--- src/rtl/rafb_pkg.sv ---
// Shared types and constants for the RFID ASCII-hex frame builder.
package rafb_pkg;

  // Characters per tag ID frame, and the width of the position counter.
  localparam int unsigned IdChars = 10;
  localparam int unsigned PosW    = 5;

  localparam logic [7:0] StartByte = 8'h02;
  localparam logic [7:0] StopByte  = 8'h03;
  localparam logic [7:0] CharA     = 8'h41;  // 'A'
  localparam logic [7:0] AlphaOfs  = 8'd55;  // 'A' - 10
  localparam logic [7:0] DigitOfs  = 8'd48;  // '0'

  // Most words one character can cause, and the width of a word count.
  localparam int unsigned MaxWords = 4;
  localparam int unsigned CntW     = 3;

  localparam logic [15:0][7:0] HexDigits = {
    8'h46, 8'h45, 8'h44, 8'h43, 8'h42, 8'h41, 8'h39, 8'h38,
    8'h37, 8'h36, 8'h35, 8'h34, 8'h33, 8'h32, 8'h31, 8'h30
  };

  // Frame state carried from one character to the next.
  typedef struct packed {
    logic [PosW-1:0] pos;
    logic [7:0]      csum;
    logic [3:0]      hi_nib;
  } rafb_state_t;

  // Words caused by one character, first word in entry 0.
  typedef struct packed {
    logic [MaxWords-1:0][7:0] words;
    logic [CntW-1:0]          count;
    logic                     stop;
  } rafb_bundle_t;

endpackage

--- src/rtl/rfid_ascii_hex_frame_builder_core.sv ---
// Top level: RFID ASCII-hex frame builder with XOR checksum, stream ports.
// The first word of a character appears in the cycle after it is taken.
// Throughput: one output word per cycle while m_axis_tready is high; a character
//   yields 1, 2 or 4 words (4 for the frame's last one).
// The next character is taken in the cycle the previous one's last word leaves.
// Reset (rst_ni low, async) clears frame position, checksum, nibble and buffer word count.
module rfid_ascii_hex_frame_builder_core (
  input  logic       clk_i,
  input  logic       rst_ni,
  input  logic       s_axis_tvalid,
  output logic       s_axis_tready,
  input  logic [7:0] s_axis_tdata,   // [7:0] id_char
  output logic       m_axis_tvalid,
  input  logic       m_axis_tready,
  output logic [7:0] m_axis_tdata,   // [7:0] tx_byte
  output logic       m_axis_tlast,   // run_last
  output logic       m_axis_tuser    // [0] frame_end
);
  import rafb_pkg::*;

  rafb_state_t  state_q, state_d;
  rafb_bundle_t bundle;

  // Output buffer: words of the current character, head word in entry 0.
  logic [MaxWords-1:0][7:0] words_q;
  logic [CntW-1:0]          rem_q;
  logic                     stop_q;

  logic in_fire;
  logic out_fire;

  rafb_encode u_encode (
    .char_i   (s_axis_tdata),
    .state_i  (state_q),
    .state_o  (state_d),
    .bundle_o (bundle)
  );

  assign out_fire = m_axis_tvalid && m_axis_tready;
  // Take a new character when the buffer is empty or its last word leaves now.
  assign s_axis_tready = (rem_q == '0) || ((rem_q == CntW'(1)) && m_axis_tready);
  assign in_fire = s_axis_tvalid && s_axis_tready;

  assign m_axis_tvalid = (rem_q != '0);
  assign m_axis_tdata  = words_q[0];
  assign m_axis_tlast  = (rem_q == CntW'(1));
  assign m_axis_tuser  = stop_q && (rem_q == CntW'(1));

  // Advance frame state on each taken character.
  always_ff @(posedge clk_i or negedge rst_ni) begin
    if (!rst_ni) begin
      state_q <= '0;
    end else if (in_fire) begin
      state_q <= state_d;
    end
  end

  always_ff @(posedge clk_i or negedge rst_ni) begin
    if (!rst_ni) begin
      rem_q  <= '0;
      stop_q <= 1'b0;
    end else if (in_fire) begin
      rem_q  <= bundle.count;
      stop_q <= bundle.stop;
    end else if (out_fire) begin
      rem_q  <= rem_q - CntW'(1);
    end
  end

  // Load the bundle, or shift the next word to the head.
  always_ff @(posedge clk_i) begin
    if (in_fire) begin
      words_q <= bundle.words;
    end else if (out_fire) begin
      words_q <= {8'h00, words_q[MaxWords-1:1]};
    end
  end

endmodule

--- src/rtl/rafb_encode.sv ---
// Per-character frame logic: decode, checksum update and output word bundle.
module rafb_encode (
  input  logic [7:0]            char_i,
  input  rafb_pkg::rafb_state_t state_i,
  output rafb_pkg::rafb_state_t state_o,
  output rafb_pkg::rafb_bundle_t bundle_o
);
  import rafb_pkg::*;

  logic [PosW-1:0] pos;
  logic [7:0]      dec;
  logic [7:0]      csum_new;
  logic            is_first;
  logic            is_last;

  always_comb begin
    pos = (state_i.pos >= PosW'(IdChars)) ? '0 : state_i.pos;
    dec = (char_i >= CharA) ? char_i - AlphaOfs : char_i - DigitOfs;
    is_first = (pos == '0);
    is_last  = (pos == PosW'(IdChars - 1));

    // Odd position closes a pair; even position opens one.
    if (pos[0]) begin
      csum_new       = state_i.csum ^ ({state_i.hi_nib, 4'h0} | dec);
      state_o.hi_nib = state_i.hi_nib;
    end else begin
      csum_new       = state_i.csum;
      state_o.hi_nib = dec[3:0];
    end

    state_o.pos  = is_last ? '0 : pos + PosW'(1);
    state_o.csum = is_last ? '0 : csum_new;

    bundle_o.words = '0;
    bundle_o.stop  = 1'b0;
    if (is_first) begin
      bundle_o.words[0] = StartByte;
      bundle_o.words[1] = char_i;
      bundle_o.count    = CntW'(2);
    end else if (is_last) begin
      bundle_o.words[0] = char_i;
      bundle_o.words[1] = HexDigits[csum_new[7:4]];
      bundle_o.words[2] = HexDigits[csum_new[3:0]];
      bundle_o.words[3] = StopByte;
      bundle_o.count    = CntW'(4);
      bundle_o.stop     = 1'b1;
    end else begin
      bundle_o.words[0] = char_i;
      bundle_o.count    = CntW'(1);
    end
  end

endmodule
--- config.mk ---
export PLATFORM = sky130hd
export DESIGN_NAME = rfid_ascii_hex_frame_builder_core
export DESIGN_NICKNAME = d
export VERILOG_FILES = /design/src/rtl/rafb_pkg.sv /design/src/rtl/rfid_ascii_hex_frame_builder_core.sv /design/src/rtl/rafb_encode.sv
export SDC_FILE = /design/constraint.sdc
export NUM_CORES = 1
export LEC_CHECK = 0
export ABC_AREA = 1
export CAP_MARGIN = 20
export CORE_MARGIN = 3
export CORE_UTILIZATION = 40
export CTS_BUF_LIST = sky130_fd_sc_hd__clkbuf_16
export DETAILED_ROUTE_END_ITERATION = 10
export DONT_BUFFER_PORTS = 1
export PLACE_DENSITY = 0.59
export SLEW_MARGIN = 20
export SYNTH_ARGS = -nofsm -noshare
export SYNTH_HDL_FRONTEND = slang
export SYNTH_SLANG_ARGS = --single-unit
--- constraint.sdc ---
create_clock -name clk_i -period 6.75 [get_ports clk_i]
set_input_delay 1.0125 -clock clk_i [delete_from_list [all_inputs] [get_ports clk_i]]
set_output_delay 1.0125 -clock clk_i [all_outputs]
set_load 0.01 [all_outputs]
==> impl_summary.md <==
Detailed routing
The detail-routed via count per cell is 5.06. The antenna violation net count after detailed routing is 0. After the first detailed-routing iteration, the DRC count stood at 142.

After detailed routing, the number of remaining DRC violations is 0. The average detailed-routed wire length per instance is 14.7 microns. The vias after detailed routing is 2043. The first detailed-routing pass took 4 iterations. The total routed wirelength is 5940 microns.

Synth
The number of warnings reported in the yosys synthesis log is 0. The total nets after synthesis is 344. The count of flip-flops with a built-in enable after synthesis is 23. In the synthesized netlist the async set-or-reset flop fraction comes to 47.7%. After synthesis, the mean cell area works out to approximately 8.9 sq um. The number of distinct library cells after synthesis is 39. The post-synth design cell area is 2820 sq um. The post-synthesis sequential area ratio is 43.2%. The top flip-flop cell by instance count after synthesis is edfxtp_1. The number of instances in the synthesized netlist is 317. The synthesis-stage register bit count is 44.

Critical path
The number of buffers and inverters on the critical path is 4. The critical path launch point type is a flop. The beginning of the critical path is rem_q[1]$_DFFE_PN0P_. In this design, the stage delay of the slowest critical-path cell is approximately 0.67 ns.

At the worst endpoint, the arrival time is 3.04 ns. The required time at the worst-slack endpoint is roughly 7 ns. The reg-to-reg critical path startpoint is rem_q[1]$_DFFE_PN0P_. The highest net fanout along the worst path is 23. The critical path in this run is classified as flop to flop. The most numerous cell type found on the critical path is inv_1. The kind of cell adding the most delay to the critical path is buffers and inverters. The critical path goes through inv_1 -> ha_1 -> inv_1 -> nor2_2 -> inv_2 -> o21ai_2 -> nand2_1 -> inv_1 -> nor2_1 -> o21ai_0 -> o21ai_0. The cell at the slowest stage of the critical path is inv_1. STA classifies the critical path endpoint as a flop.

Floorplan
Once the floorplan was initialized, standard cells occupied 42.9% of the core. Measured along the y axis, the die boundary spans 89.9 microns. The die is 89.9 microns wide. The die covers between 8000 and 9000 sq um. Pin placement for this block handled 24 I/O pins. Row generation in the floorplan step produced 29 rows.

The core region is approximately 6600 sq um.

Global route
Global routing used 15.4% of the available tracks. The highest-utilization routing layer at the global route stage is met2. The global-route congestion overflow total is 0. Global routing consumed, on the met3 layer, about 3.5% of the routing resources. The number of global-route vias before repair is between 1.5k and 2k. The routing usage on met2 is 25.4%. The wire length of the first global-routing pass is 10000 microns. The initial antenna violation count is 0. For met1 alone, demand over resource in global routing was 21.2%. The maximum number of pins on one net before global-route repair is 30.

Clock tree
The clock net in this run drives a total of 44 sinks. The buffer depth of the longest clock path is 2. The clock transition at the register clock pins on the worst setup and hold paths after CTS is 0.06 ns.

TritonCTS built the clock tree. The number of hold buffers added after CTS was 0. In this run the clock root is driven by a clkbuf_16.

The number of buffers inserted to repair setup after CTS is 0. The clock reaches the later pin of the worst-skew pair after 0.28 ns. The H-tree was split into 2 levels. The number of clock buffers inserted by TritonCTS is 5.

The number of resized instances in the post-cts repair step is 0.

Place
The wire-length estimate of the detail-placed layout is between 4000 and 5000 microns. The number of buffer cells added on primary ports is 0. At the end of routability-driven placement, the weighted congestion stood at approximately 0.86.

Pwr
In this run, flip-flops and latches consume 36.3% of the power. Of the total power, combinational logic draws 43.6%. The maximum vdd ir drop is 0.304 mV. The internal power of the cells totals 0.809 mW.

The leakage power is 1.34 nW. The part of the total power dissipated in the clock network is about a fifth. The net switching component of the power is 0.562 mW.

In this run the power density over the cells is roughly 460 nW/um^2. Net switching is between 40 and 50% of the power.

Run status
The run finished with clean final reports.

STA
The routed design could run at a clock period as short as 2.89 ns. The worst max-slew margin expressed relative to the limit is 43.7%. The final-layout setup total negative slack is 0 ns. Static timing analysis puts the maximum clock frequency at 346 MHz.

The final period utilization is a little over two fifths. Setup repair after global routing left no endpoint under its margin. The number of failing hold endpoints at the final stage is 0. The clock tree skew after final layout is 0.00362 ns.

Setup violations remaining at the end of the flow were counted as 0. The number of max-slew violations in the final report was 0. The pin slew with the least headroom to its limit is 0.843 ns.

Worst hold path
The path class of the lowest-slack min-delay path is input pin to asynchronous set/reset pin.

Final layout
The top cell types in the final layout, fill and taps aside, are nand2_1, inv_1, edfxtp_1. The most frequent standard cell in the layout excluding fill and tap cells is nand2_1. In the final design database the tool counted roughly 340 nets. The layout cell share with drive strength beyond 1 is around 17%. From synthesis to final layout, the design area changed by 6.53%. Measured on the finished design, the core utilization comes to roughly 46%. The number of antenna diodes is 0.

Job
Max-cap violations in this run came to 0.
-- cell usage after synthesis, types with 2 or more instances --
library cell	count	area share, %
nand2_1	63	8.4
inv_1	41	5.5
edfxtp_1	23	25
dfrtp_1	21	19
o21ai_0	20	3.6
nor2_1	18	2.4
nand3_1	17	3.0
ha_1	15	6.7
buf_4	10	2.7
a21oi_1	9	1.6
nand2_2	9	2.0
o22ai_1	9	2.0
nor2_2	6	1.3
a22oi_1	5	1.3
inv_2	5	0.67
nand2_4	5	2.0
xor2_2	5	2.9
o21ai_1	4	0.71
o21ai_2	4	1.2
a22o_1	2	0.62
buf_2	2	0.36
buf_6	2	0.80
nand4_1	2	0.44
nor2_4	2	0.80
o211ai_1	2	0.53
o31ai_1	2	0.53
xnor2_1	2	0.62
-- cells by family (layout without fill, tap and decap cells) --
logic type | after synthesis | after routing | share of synthesized area (%)
DFF | 44 | 44 | 43.2
xor gates and xnor gates | 8 | 8 | 3.82
and+or+nand+nor | 126 | 126 | 22.1
buffers and inverters | 64 | 58 | 10.8
AOI/OAI and AO/OA | 60 | 60 | 13.5
adders and majority gates | 15 | 15 | 6.67
-- power groups by stage --
stage / Combinational [mW] / Sequential [mW] / Clock (mW)
finish: 0.598 / 0.498 / 0.275
global route: 0.684 / 0.511 / 0.291
CTS: 0.602 / 0.499 / 0.279
detailed placement: 0.598 / 0.504 / 0
global placement: 0.585 / 0.502 / 0
floorplan: 0.527 / 0.476 / 0
-- flip-flops by register name (all words and copies together), names as in the netlist --
name          cells
state_q          17
words_q          15
m_axis_tdata      8
rem_q             3
stop_q            1
-- metrics by stage --
| stage | std cells | total power, mW | hold WS [ns] | area, sq um | setup slack [ns] |
|---|---|---|---|---|---|
| after floorplan | 317 | 1.00 | 0.453 | 2820 | 3.87 |
| after global placement | 396 | 1.09 | 0.473 | 2830 | 3.59 |
| after detailed placement | 396 | 1.10 | 0.496 | 2830 | 3.57 |
| after CTS | 404 | 1.38 | 0.414 | 3000 | 3.83 |
| after global routing | 404 | 1.49 | 0.406 | 3000 | 3.57 |
| final | 404 | 1.37 | 0.421 | 3000 | 3.86 |
-- worst reg2reg max path, delay by kind of cell (launching register included) --
kind	cells	cell delay (ns)
AOI/OAI and AO/OA	3	0.55
buffers and inverters	4	0.88
and+or+nand+nor	3	0.80
adders and majority gates	1	0.15
DFF	1	0.36
-- per-layer routing --
layer | up-vias | routed length [microns]
li1 | 1019 | -
met5 | - | 0
met3 | 4 | 353
met2 | 46 | 2780
met1 | 974 | 2780
met4 | 0 | 31
-- area by class of cell --
type	count	area, sq um
repair buffers	1	7.51
clock buffers	5	125
multi-input cells	209	1300
fillers	648	3570
well taps	93	116
inverters	49	191
flip-flops and latches	44	1220
clock inverters	3	42.5
-- final timing paths --
path	end	slack [ns]	cells past startpoint
worst min-delay path	rem_q[0]$_DFFE_PN0P_	0.42	0
worst min register to register	state_q[16]$_DFFE_PN0P_	0.50	2
min in group clk_i	state_q[16]$_DFFE_PN0P_	0.50	2
max in group asynchronous	state_q[5]$_DFFE_PN0P_	6.26	0
worst max-delay path	rem_q[1]$_DFFE_PN0P_	3.86	11
worst max register to register	rem_q[1]$_DFFE_PN0P_	3.86	11
Note: power is estimated with default switching activity, not from simulation.
